**config.mk**
```make
export PLATFORM = sky130hd
export DESIGN_NAME = bounce_easing_curve_top
export DESIGN_NICKNAME = d
export VERILOG_FILES = /design/src/rtl/bec_pkg.sv /design/src/rtl/bounce_easing_curve_top.sv
export SDC_FILE = /design/constraint.sdc
export NUM_CORES = 2
export LEC_CHECK = 0
export BUFFER_PORTS_ARGS = -buffer_cell sky130_fd_sc_hd__buf_2
export CAP_MARGIN = 40
export CELL_PAD_IN_SITES_DETAIL_PLACEMENT = 1
export CELL_PAD_IN_SITES_GLOBAL_PLACEMENT = 2
export CORE_MARGIN = 1
export CORE_UTILIZATION = 29
export CTS_BUF_LIST = sky130_fd_sc_hd__clkbuf_8
export CTS_CLUSTER_SIZE = 25
export DETAILED_ROUTE_END_ITERATION = 10
export PLACE_DENSITY_LB_ADDON = 0.1
export SYNTH_ARGS = -nofsm -noshare
export SYNTH_HDL_FRONTEND = slang
export SYNTH_SLANG_ARGS = --single-unit
```
**constraint.sdc**
```tcl
create_clock -name clk -period 26.1 [get_ports clk]
set_input_delay 1.305 -clock clk [delete_from_list [all_inputs] [get_ports clk]]
set_output_delay 1.305 -clock clk [all_outputs]
set_load 0.01 [all_outputs]
```
**src/rtl/bec_pkg.sv**
```systemverilog
// bounce easing curve: shared widths, codes and fixed constants
package bec_pkg;

  localparam int unsigned STEP_W = 16;
  localparam int unsigned POS_W  = 17;
  localparam int unsigned U_BITS = 18;
  localparam int unsigned U_W    = U_BITS + 1;
  localparam int unsigned DIV_STEPS = U_BITS + 1;
  localparam int unsigned M_W    = 22;
  localparam int unsigned ABS_W  = 21;
  localparam int unsigned SQ_W   = 2 * ABS_W;

  localparam logic [U_W-1:0] U_ONE  = U_W'(1) << U_BITS;
  localparam logic [U_W-1:0] U_HALF = U_W'(1) << (U_BITS - 1);

  // breakpoints and centers, scaled by 11 (last one by 22)
  localparam logic [M_W-1:0] M_BRK1 = M_W'(4)  << U_BITS;
  localparam logic [M_W-1:0] M_BRK2 = M_W'(8)  << U_BITS;
  localparam logic [M_W-1:0] M_BRK3 = M_W'(10) << U_BITS;
  localparam logic [M_W:0]   M_CTR1 = (M_W+1)'(6)  << U_BITS;
  localparam logic [M_W:0]   M_CTR2 = (M_W+1)'(9)  << U_BITS;
  localparam logic [M_W:0]   M_CTR3 = (M_W+1)'(21) << U_BITS;

  typedef logic [1:0] seg_t;
  localparam seg_t SEG_FIRST  = 2'd0;
  localparam seg_t SEG_SECOND = 2'd1;
  localparam seg_t SEG_THIRD  = 2'd2;
  localparam seg_t SEG_LAST   = 2'd3;

  typedef logic [1:0] mode_t;
  localparam mode_t MODE_OUT   = 2'd0;
  localparam mode_t MODE_IN    = 2'd1;
  localparam mode_t MODE_INOUT = 2'd2;

  typedef logic [1:0] reg_idx_t;
  localparam reg_idx_t REG_MODE     = 2'd0;
  localparam reg_idx_t REG_BEGIN    = 2'd1;
  localparam reg_idx_t REG_CHANGE   = 2'd2;
  localparam reg_idx_t REG_DURATION = 2'd3;

  localparam logic [STEP_W-1:0] DURATION_RST = 16'd100;

endpackage

```
**src/rtl/bounce_easing_curve_top.sv**
```systemverilog
// bounce easing curve: pipelined divider, segment square and scaling
//
//  channel   dir  ports                                     word
//  in        in   in_valid, in_ready, in_elapsed_step       one step count
//  out       out  out_valid, out_ready, out_position        one eased position
//  cfg       in   cfg_we, cfg_index, cfg_wdata              one register write
//
// one word enters per cycle while in_ready is high; the path to out_valid has
// 27 register stages: 1 saturate, 19 divider, 6 curve/scale, output register
// rst_n is synchronous; it clears valid bits and loads register defaults
// a stall first parks one finished word in a skid register behind the output
// register; while it is held the whole pipe freezes and in_ready, a flop, is low
module bounce_easing_curve_top #(
  parameter int unsigned FRAC_BITS = 16
) (
  input  logic        clk,
  input  logic        rst_n,
  input  logic        in_valid,
  output logic        in_ready,
  input  logic [15:0] in_elapsed_step,
  output logic        out_valid,
  input  logic        out_ready,
  output logic signed [16:0] out_position,
  input  logic        cfg_we,
  input  logic [1:0]  cfg_index,
  input  logic [15:0] cfg_wdata
);

  localparam int unsigned CW  = FRAC_BITS + 1;
  localparam int unsigned GW  = FRAC_BITS + 2;
  localparam int unsigned PW  = FRAC_BITS + 19;
  localparam int unsigned SH0 = 2 * bec_pkg::U_BITS + 4 - FRAC_BITS;
  localparam int unsigned SH3 = SH0 + 2;
  localparam int unsigned NDIV = bec_pkg::DIV_STEPS;
  localparam logic [bec_pkg::SQ_W:0] RND0 = (bec_pkg::SQ_W+1)'(1) << (SH0 - 1);
  localparam logic [bec_pkg::SQ_W:0] RND3 = (bec_pkg::SQ_W+1)'(1) << (SH3 - 1);
  localparam logic [CW-1:0] C_ONE = CW'(1) << FRAC_BITS;
  localparam logic [CW-1:0] OFF1  = CW'(3)  << (FRAC_BITS - 2);
  localparam logic [CW-1:0] OFF2  = CW'(15) << (FRAC_BITS - 4);
  localparam logic [CW-1:0] OFF3  = CW'(63) << (FRAC_BITS - 6);
  localparam logic signed [PW-1:0] P_HALF = PW'(1) << FRAC_BITS;

  // configuration registers
  bec_pkg::mode_t     ease_mode_r;
  logic signed [15:0] begin_value_r;
  logic signed [15:0] change_amount_r;
  logic [15:0]        duration_steps_r;

  always_ff @(posedge clk) begin
    if (!rst_n) begin
      ease_mode_r      <= bec_pkg::MODE_OUT;
      begin_value_r    <= '0;
      change_amount_r  <= '0;
      duration_steps_r <= bec_pkg::DURATION_RST;
    end else if (cfg_we) begin
      case (cfg_index)
        bec_pkg::REG_MODE:     ease_mode_r      <= cfg_wdata[1:0];
        bec_pkg::REG_BEGIN:    begin_value_r    <= cfg_wdata;
        bec_pkg::REG_CHANGE:   change_amount_r  <= cfg_wdata;
        bec_pkg::REG_DURATION: duration_steps_r <= cfg_wdata;
        default: ;
      endcase
    end
  end

  // pipe control
  logic en;
  logic skid_valid_r;
  logic out_valid_r;

  assign en       = !skid_valid_r;
  assign in_ready = en;

  // stage valid bits
  logic              sat_vld_r;
  logic [NDIV-1:0]   div_vld_r;
  logic              map_vld_r, seg_vld_r, sq_vld_r, crv_vld_r, g_vld_r, mul_vld_r;

  always_ff @(posedge clk) begin
    if (!rst_n) begin
      sat_vld_r <= 1'b0;
      div_vld_r <= '0;
      map_vld_r <= 1'b0;
      seg_vld_r <= 1'b0;
      sq_vld_r  <= 1'b0;
      crv_vld_r <= 1'b0;
      g_vld_r   <= 1'b0;
      mul_vld_r <= 1'b0;
    end else if (en) begin
      sat_vld_r <= in_valid;
      div_vld_r <= {div_vld_r[NDIV-2:0], sat_vld_r};
      map_vld_r <= div_vld_r[NDIV-1];
      seg_vld_r <= map_vld_r;
      sq_vld_r  <= seg_vld_r;
      crv_vld_r <= sq_vld_r;
      g_vld_r   <= crv_vld_r;
      mul_vld_r <= g_vld_r;
    end
  end

  // saturate step count to the duration
  logic [15:0] sat_r;
  always_ff @(posedge clk) begin
    if (en) begin
      sat_r <= (in_elapsed_step > duration_steps_r) ? duration_steps_r : in_elapsed_step;
    end
  end

  // restoring divider, one quotient bit per stage, msb first
  logic [15:0]             rem_r [NDIV];
  logic [bec_pkg::U_W-1:0] quo_r [NDIV];

  for (genvar j = 0; j < NDIV; j++) begin : g_div
    logic [15:0]             rem_in;
    logic [bec_pkg::U_W-1:0] quo_in;
    logic [16:0]             trial;
    logic                    ge;
    logic [16:0]             diff;

    if (j == 0) begin : g_first
      assign rem_in = sat_r;
      assign quo_in = '0;
      assign trial  = {1'b0, rem_in};
    end else begin : g_next
      assign rem_in = rem_r[j-1];
      assign quo_in = quo_r[j-1];
      assign trial  = {rem_in, 1'b0};
    end

    assign ge   = trial >= {1'b0, duration_steps_r};
    assign diff = trial - {1'b0, duration_steps_r};

    always_ff @(posedge clk) begin
      if (en) begin
        rem_r[j] <= ge ? diff[15:0] : trial[15:0];
        quo_r[j] <= {quo_in[bec_pkg::U_W-2:0], ge};
      end
    end
  end

  // map u to the curve argument for the mode
  logic [bec_pkg::U_W-1:0] u_val;
  logic [bec_pkg::U_W:0]   u_dbl;
  logic [bec_pkg::U_W:0]   v_nxt;
  logic                    lo_nxt;
  logic [bec_pkg::U_W-1:0] v_r;
  logic                    lo_r;

  always_comb begin
    u_val  = (duration_steps_r == '0) ? bec_pkg::U_ONE : quo_r[NDIV-1];
    u_dbl  = {u_val, 1'b0};
    lo_nxt = u_val < bec_pkg::U_HALF;
    case (ease_mode_r)
      bec_pkg::MODE_IN:    v_nxt = {1'b0, bec_pkg::U_ONE} - {1'b0, u_val};
      bec_pkg::MODE_INOUT: v_nxt = lo_nxt ? ({1'b0, bec_pkg::U_ONE} - u_dbl)
                                          : (u_dbl - {1'b0, bec_pkg::U_ONE});
      default:             v_nxt = {1'b0, u_val};
    endcase
  end

  always_ff @(posedge clk) begin
    if (en) begin
      v_r  <= v_nxt[bec_pkg::U_W-1:0];
      lo_r <= lo_nxt;
    end
  end

  // pick the segment and the distance from its center
  logic [bec_pkg::M_W-1:0]   m11;
  logic signed [bec_pkg::M_W+1:0] ctr_off;
  logic [bec_pkg::M_W+1:0]   dist_abs;
  bec_pkg::seg_t             seg_nxt;
  bec_pkg::seg_t             seg_r;
  logic [bec_pkg::ABS_W-1:0] abs_r;
  logic                      seg_lo_r;

  always_comb begin
    m11 = bec_pkg::M_W'(v_r) * bec_pkg::M_W'(11);
    if (m11 < bec_pkg::M_BRK1) begin
      seg_nxt = bec_pkg::SEG_FIRST;
      ctr_off = signed'({2'b00, m11});
    end else if (m11 < bec_pkg::M_BRK2) begin
      seg_nxt = bec_pkg::SEG_SECOND;
      ctr_off = signed'({2'b00, m11}) - signed'({1'b0, bec_pkg::M_CTR1});
    end else if (m11 < bec_pkg::M_BRK3) begin
      seg_nxt = bec_pkg::SEG_THIRD;
      ctr_off = signed'({2'b00, m11}) - signed'({1'b0, bec_pkg::M_CTR2});
    end else begin
      seg_nxt = bec_pkg::SEG_LAST;
      ctr_off = signed'({1'b0, m11, 1'b0}) - signed'({1'b0, bec_pkg::M_CTR3});
    end
    dist_abs = ctr_off[bec_pkg::M_W+1] ? (~ctr_off + 1'b1) : ctr_off;
  end

  always_ff @(posedge clk) begin
    if (en) begin
      seg_r    <= seg_nxt;
      abs_r    <= dist_abs[bec_pkg::ABS_W-1:0];
      seg_lo_r <= lo_r;
    end
  end

  // square
  logic [bec_pkg::SQ_W-1:0] sq_r;
  bec_pkg::seg_t            sq_seg_r;
  logic                     sq_lo_r;

  always_ff @(posedge clk) begin
    if (en) begin
      sq_r     <= abs_r * abs_r;
      sq_seg_r <= seg_r;
      sq_lo_r  <= seg_lo_r;
    end
  end

  // round into Q1.FRAC_BITS and add the segment offset
  logic [bec_pkg::SQ_W:0] sum0, sum3;
  logic [CW-1:0]          c_nxt;
  logic [CW-1:0]          c_r;
  logic                   c_lo_r;

  always_comb begin
    sum0 = {1'b0, sq_r} + RND0;
    sum3 = {1'b0, sq_r} + RND3;
    case (sq_seg_r)
      bec_pkg::SEG_FIRST:  c_nxt = CW'(sum0 >> SH0);
      bec_pkg::SEG_SECOND: c_nxt = CW'(sum0 >> SH0) + OFF1;
      bec_pkg::SEG_THIRD:  c_nxt = CW'(sum0 >> SH0) + OFF2;
      default:             c_nxt = CW'(sum3 >> SH3) + OFF3;
    endcase
  end

  always_ff @(posedge clk) begin
    if (en) begin
      c_r    <= c_nxt;
      c_lo_r <= sq_lo_r;
    end
  end

  // combine by mode into Q1.(FRAC_BITS+1)
  logic [GW-1:0] g_nxt;
  logic [GW-1:0] g_r;

  always_comb begin
    case (ease_mode_r)
      bec_pkg::MODE_IN:    g_nxt = {C_ONE - c_r, 1'b0};
      bec_pkg::MODE_INOUT: g_nxt = c_lo_r ? GW'(C_ONE - c_r) : (GW'(c_r) + GW'(C_ONE));
      default:             g_nxt = {c_r, 1'b0};
    endcase
  end

  always_ff @(posedge clk) begin
    if (en) begin
      g_r <= g_nxt;
    end
  end

  // scale by the change amount
  logic signed [PW-1:0] p_r;

  always_ff @(posedge clk) begin
    if (en) begin
      p_r <= PW'(change_amount_r * signed'({1'b0, g_r}));
    end
  end

  // round half up and add the start position
  logic signed [PW-1:0] p_rnd;
  logic signed [PW-1:0] p_int;
  logic signed [16:0]   fin_pos;

  assign p_rnd   = p_r + P_HALF;
  assign p_int   = p_rnd >>> (FRAC_BITS + 1);
  assign fin_pos = p_int[16:0] + {begin_value_r[15], begin_value_r};

  // output register with skid word behind it
  logic signed [16:0] out_pos_r;
  logic signed [16:0] skid_pos_r;
  logic               fin_take;

  assign fin_take = en && mul_vld_r;

  always_ff @(posedge clk) begin
    if (!rst_n) begin
      out_valid_r  <= 1'b0;
      skid_valid_r <= 1'b0;
    end else if (out_valid_r && out_ready) begin
      if (skid_valid_r) begin
        skid_valid_r <= 1'b0;
      end else if (!fin_take) begin
        out_valid_r <= 1'b0;
      end
    end else if (!out_valid_r) begin
      out_valid_r <= fin_take;
    end else if (fin_take) begin
      skid_valid_r <= 1'b1;
    end
  end

  always_ff @(posedge clk) begin
    if (out_valid_r && out_ready) begin
      if (skid_valid_r) begin
        out_pos_r <= skid_pos_r;
      end else if (fin_take) begin
        out_pos_r <= fin_pos;
      end
    end else if (!out_valid_r) begin
      if (fin_take) begin
        out_pos_r <= fin_pos;
      end
    end else if (fin_take) begin
      skid_pos_r <= fin_pos;
    end
  end

  assign out_valid    = out_valid_r;
  assign out_position = out_pos_r;

  // checks
  a_skid_behind_out: assert property (@(posedge clk) disable iff (!rst_n)
    skid_valid_r |-> out_valid_r)
    else $error("skid word held without an output word");

  // a zero duration runs the divider against zero; its quotient is replaced later
  a_quotient_range: assert property (@(posedge clk) disable iff (!rst_n)
    (div_vld_r[NDIV-1] && (duration_steps_r != '0)) |-> (quo_r[NDIV-1] <= bec_pkg::U_ONE))
    else $error("divider quotient above one");

  a_curve_range: assert property (@(posedge clk) disable iff (!rst_n)
    crv_vld_r |-> (c_r <= C_ONE))
    else $error("curve value above one");

  a_frozen_on_skid: assert property (@(posedge clk) disable iff (!rst_n)
    (skid_valid_r && mul_vld_r) |=> $stable(p_r))
    else $error("pipe moved while skid word was held");

endmodule

```
# [Word-level counts from Yosys, hierarchy flattened]
# Memories as Yosys holds them, arrays and structs flattened.
# Index checks and enable logic that the tools add are counted.
[totals] input_bits=39 reg_bits=287 memories=2 wordCells=164 ram_bits=665
[op_classes] n_reduce_logical=15 multipliers=3 magnitude_cmp=24 addsub=36 muxes=41 n_bitwise=3 eq_ne=10
[memory_table] name="quo_r" depth=19 width=19 read_ports=19 rd_clocked_by_memory_dff=0 wr=19 line="bounce_easing_curve_top.sv:111" text="logic [bec_pkg::U_W-1:0] quo_r [NDIV];"
[memory_table] name="rem_r" depth=19 width=16 read_ports=18 rd_clocked_by_memory_dff=0 wr=19 line="bounce_easing_curve_top.sv:110" text="logic [15:0] rem_r [NDIV];"
[ops] operator="$mux 16" n=20
[ops] operator="$ge 17x16->1" n=18
[ops] operator="$sub 16x16->16" n=19
[ops] operator="$mux 24" n=3
[ops] operator="$mux 17" n=4
[ops] operator="$add 17x16->17 const B" n=3
[ops] operator="$pmux 17 s3" n=1
[ops] operator="$lt 22x22->1 const B" n=2
[ops] operator="$add 42x26->43 const B" n=1
[ops] operator="$mul 21x21->42" n=1
[ops] operator="$add 41x24->41 const B" n=1
[ops] operator="$mux 19" n=2
[ops] operator="$pmux 19 s2" n=1
[ops] operator="$sub 19x19->19 const A" n=2
[ops] operator="$pmux 18 s2" n=1
[ops] operator="$add 34x18->34 const B" n=1
[ops] operator="$mul 16x19->34" n=1
[ops] operator="$sub 23x23->24 const B" n=1
[ops] operator="$sub 22x21->23 const B" n=1
[ops] operator="$sub 22x22->23 const B" n=1
[ops] operator="$lt 22x21->1 const B" n=1
[ops] operator="$mul 19x4->22 const B" n=1
[ops] operator="$add 21x1->21 const B" n=1
[ops] operator="$mux 21" n=1
[ops] operator="23 further kinds" n=44

# [Logic depth before layout (Yosys ltp)]
[depth] depth_word=8 ltp_mapped=29

# [Worst setup path before layout]
# No wires, ideal clock.
[synth_path] kind="register to register" startpoint="register skid_valid_r" endpoint="register skid_pos_r[0], enable pin" slack_ns=11.631 setup_time_ns=0.391 stages_incl_launch_ff=6 arrival_ns=14.079 n_path_buf=2 required_ns=25.709 path_cell_list="dfxtp_1 -> inv_1 -> nand2_1 -> clkbuf_1 -> clkbuf_1 -> nor2_1"
[synth_between] elab_chain_len=3
[synth_rtl] item="start: declaration" line="bounce_easing_curve_top.sv:68" text="logic skid_valid_r;"
[synth_rtl] item="start signal: assignment" line="bounce_easing_curve_top.sv:286" text="skid_valid_r <= 1'b0;"
[synth_rtl] item="start signal: assignment" line="bounce_easing_curve_top.sv:289" text="skid_valid_r <= 1'b0;"
[synth_rtl] item="start signal: assignment" line="bounce_easing_curve_top.sv:296" text="skid_valid_r <= 1'b1;"
[synth_rtl] item="$logic_not 1->1" line="bounce_easing_curve_top.sv:71" text="assign en = !skid_valid_r;"
[synth_rtl] item="named net in_ready" line="bounce_easing_curve_top.sv:19" text="output logic in_ready,"
[synth_rtl] item="$logic_and 1x1->1" line="bounce_easing_curve_top.sv:281" text="assign fin_take = en && mul_vld_r;"
[synth_rtl] item="$reduce_and 3->1 (no source line)"
[synth_rtl] item="end signal: assignment" line="bounce_easing_curve_top.sv:312" text="skid_pos_r <= fin_pos;"
[synth_rtl] item="end: declaration" line="bounce_easing_curve_top.sv:278" text="logic signed [16:0] skid_pos_r;"
# The timed path passes the listed nets, and every way through them passes these cells.
# A chain may end at the register's enable or synchronous reset.

# [Final worst setup path]
[layout_path] startpoint="register abs_r[7] in the netlist's numbering" endpoint="register sq_r[41] in the netlist's numbering, data pin"
[layout_between] elab_chain_len=1
[layout_rtl] item="start: declaration" line="bounce_easing_curve_top.sv:174" text="logic [bec_pkg::ABS_W-1:0] abs_r;"
[layout_rtl] item="start signal: assignment" line="bounce_easing_curve_top.sv:198" text="abs_r <= dist_abs[bec_pkg::ABS_W-1:0];"
[layout_rtl] item="$mul 21x21->42" line="bounce_easing_curve_top.sv:210" text="sq_r <= abs_r * abs_r;"
[layout_rtl] item="end signal: assignment" line="bounce_easing_curve_top.sv:210"
[layout_rtl] item="end: declaration" line="bounce_easing_curve_top.sv:204" text="logic [bec_pkg::SQ_W-1:0] sq_r;"
# Every way passes these cells.

==> results.toml <==
[sta]
report.final.setup_viol = 0
slew_headroom = 0.375
finalHoldViolations = 0
timing.hold.ws_ns = 0.400
grt_setup_unrepaired = "false"
timing.setup.tns_ns = 0
finClkSkew_ns = 0.0431
tightest_slew_ns = 0.938
timing.fmax_ghz = 0.119
period_share = 0.321
min_period_ns = 8.37
slew_viol_final = 0

[critical_path]
cp.arrival_ns = 8.98
critical_path_class = "flip-flop to flip-flop"
r2r_end = "sq_r[41]$_DFFE_PN_"
cp-end-kind = "flip-flop"
reg2reg_from = "abs_r[7]$_DFFE_PN_"
r2r_slack_ns = 17.73
ff2ff_path_depth = 23
required_ns = 26.71
cp-start-kind = "flip-flop"
worst-path-max-fanout = 19

[run_status]
status = "finished, final reports clean"

[routing]
vias = 48468
ant_nets = 0
wl_per_cell_um = 20.4
drt_wl_total_um = 204000
vias_per_cell = 4.86
drc_errors = 0
drt-pass1-iter-count = 5
dr.first_iter.drc_count = 1954

[logic_synthesis]
synth_top_family_by_area = "adder cells"
ys_ff_latch = 726
avgSynthCellArea_um2 = 9.97
yosysSeqAreaShare = 0.314
synth_fp_nets = 7996
synth_ff_type = "edfxtp_1"
synth_compound_area_frac = 0.105
yosysWarnings = 0
synthXorXnorAreaFrac = 0.0435
synth-edff-count = 648
synth-adder-area-share = 0.294
syn_area_mm2 = 0.0670
synth-simple-area-share = 0.140
synth.distinct_cells = 85
synth_cells = 6726
synthArstFlopShare = 0
muxShareOfSynthArea = 0.0396

[worst_hold_path]
hold_path.class = "flip-flop to flip-flop"
hold_depth = 0
worstHoldStart = "quo_r[12][4]$_DFFE_PN_"
whs_endpoint = "quo_r[13][5]$_DFFE_PN_"

[cts]
hold_buffers = 0
clk_pin_slew_worst_paths_ns = 0.06
cts_root_buf = "clkbuf_8"
post_cts_buffers = 0
cts_buffers = 146
clockBufferDepth = 3
clk_latency_ns = 0.89
tritoncts = "done"
cts_resized = 0
htreeDepth = 4
cts_sinks = 726

[global_route]
antenna_found_initial = 5
grt_overflow = 0
grt_pass1_wl_um = 315000
grt_pass1_vias = 52338
track_usage = 0.177
grt_max_degree = 104

[floorplanning]
die-width_um = 483
rows = 176
die_h_um = 483
die-area_mm2 = 0.233
io_pins = 58
start_util = 0.292
coreArea_mm2 = 0.230

[job]
cap_violations = 0

[layout]
final_layout_size_suffix_gt1_frac = 0.0881
fin_nets = 8108
area_delta_synth_final_pct = 10.4

[place]
hpwl_um = 153000
gp_congestion = 0.781
io_buffers = 57
==> cells in the final DEF, fill, tap and decap left out, types with 59 or more instances in the layout <==
master / instances
inv_1: 964
ha_1: 660
edfxtp_1: 648
nand2_1: 612
fa_1: 570
nor2_1: 439
a21oi_1: 318
o21ai_0: 239
xnor2_1: 229
and2_1: 228
mux2_2: 175
clkbuf_8: 152
nand3_1: 115
nor3_1: 109
xor2_1: 102
buf_4: 92
nor2b_1: 84
nand4_1: 79
dfxtp_1: 75
nand2b_1: 72
or3_1: 68
mux2i_1: 66
a21o_1: 59
==> worst max-delay path, stage by stage (launching register included) <==
cell	delay, ns
edfxtp_1	0.96
inv_1	0.27
nor2_1	0.21
fa_1	0.50
fa_1	0.54
fa_1	0.44
fa_1	0.52
fa_1	0.52
fa_1	0.54
inv_1	0.06
fa_1	0.53
inv_1	0.04
ha_1	0.30
a21o_1	0.18
a21oi_1	0.34
o211ai_1	0.14
a21oi_1	0.38
o21a_1	0.31
o21ai_0	0.12
buf_4	0.17
a211o_1	0.30
a2111o_1	0.44
a31oi_1	0.20
xnor2_1	0.08
==> logic make-up after synthesis <==
kind of cell,after synthesis
and+or+nand+nor,1957
adders and majority gates,1231
buffers and inverters,1145
AOI/OAI and AO/OA,1093
DFF,726
xor gates and xnor gates,332
muxes,242
==> through the flow <==
stage               worst slack [ns]  cells  cell area, µm²  utilization
floorplan                      11.63   6726           67000            -
global placement               17.61   9698           71100        0.309
detailed placement             17.59   9715           71400        0.310
CTS                            17.57   9972           74000        0.322
global route                   17.21   9974           74000        0.322
finish                         17.73   9974           74000        0.322
==> cell type report <==
class	count	area [µm²]
fillers	26057	156000
repair buffers	167	1270
inverters	942	3540
clock buffers	152	2090
diodes	1	2.50
well taps	3026	3790
clock inverters	105	532
flip-flops and latches	726	21000
multi-input cells	4855	41700
==> worst max-delay path by stage <==
stage | start | end | slack, ns | cells past startpoint
global route | abs_r[7]$_DFFE_PN_ | sq_r[41]$_DFFE_PN_ | 17.21 | 23
global placement | abs_r[3]$_DFFE_PN_ | sq_r[41]$_DFFE_PN_ | 17.61 | 25
CTS | abs_r[7]$_DFFE_PN_ | sq_r[41]$_DFFE_PN_ | 17.57 | 23
finish | abs_r[7]$_DFFE_PN_ | sq_r[41]$_DFFE_PN_ | 17.73 | 23
detailed placement | abs_r[7]$_DFFE_PN_ | sq_r[41]$_DFFE_PN_ | 17.59 | 23
floorplan | skid_valid_r$_SDFFE_PP0P_ | skid_pos_r[0]$_DFFE_PP_ | 11.63 | 5
==> Yosys cell counts (15+ instances only) <==
| master | count | area [µm²] |
|---|---|---|
| a21o_1 | 59 | 443 |
| and3_1 | 45 | 282 |
| nor3_1 | 109 | 546 |
| mux2i_1 | 66 | 661 |
| or2_2 | 40 | 250 |
| or3_1 | 68 | 425 |
| o31ai_1 | 42 | 315 |
| o211ai_1 | 15 | 113 |
| mux2_2 | 175 | 1970 |
| nand2_1 | 612 | 2300 |
| nor2_1 | 439 | 1650 |
| nand2b_1 | 72 | 450 |
| fa_1 | 570 | 11400 |
| nor4_1 | 25 | 156 |
| ha_1 | 661 | 8270 |
| clkbuf_1 | 185 | 694 |
| nor2b_1 | 84 | 526 |
| and2_1 | 228 | 1430 |
| nand3_1 | 115 | 576 |
| a211oi_1 | 49 | 368 |
| a21oi_1 | 318 | 1590 |
| inv_1 | 940 | 3530 |
| a21boi_0 | 43 | 323 |
| xor2_1 | 102 | 893 |
| xnor2_1 | 229 | 2010 |
| nand4_1 | 79 | 494 |
| o21a_1 | 52 | 390 |
| a311oi_1 | 21 | 184 |
| edfxtp_1 | 648 | 19500 |
| dfxtp_1 | 78 | 1560 |
| o22ai_1 | 31 | 194 |
| o21ai_0 | 239 | 1200 |
| a31oi_1 | 31 | 194 |
| a32oi_1 | 17 | 149 |
==> layer usage <==
layer	up-vias	wire, µm	track usage
li1	23302	-	-
met1	24481	97000	0.237
met2	441	97600	0.301
met3	244	4560	0.0206
met4	0	4550	0.0456
met5	-	0	0
==> sequential cells by signal, summed over array words and instances (netlist names), 17 cells and up <==
signal	count
g_r	18
sq_r	19
rem_r	288
v_r	19
quo_r	190
c_r	17
skid_pos_r	17
abs_r	21
out_position	17
div_vld_r	19
p_r	18
Power is not shown: default switching activity piles up to over one toggle a cycle in this logic, so the estimate is an artifact.
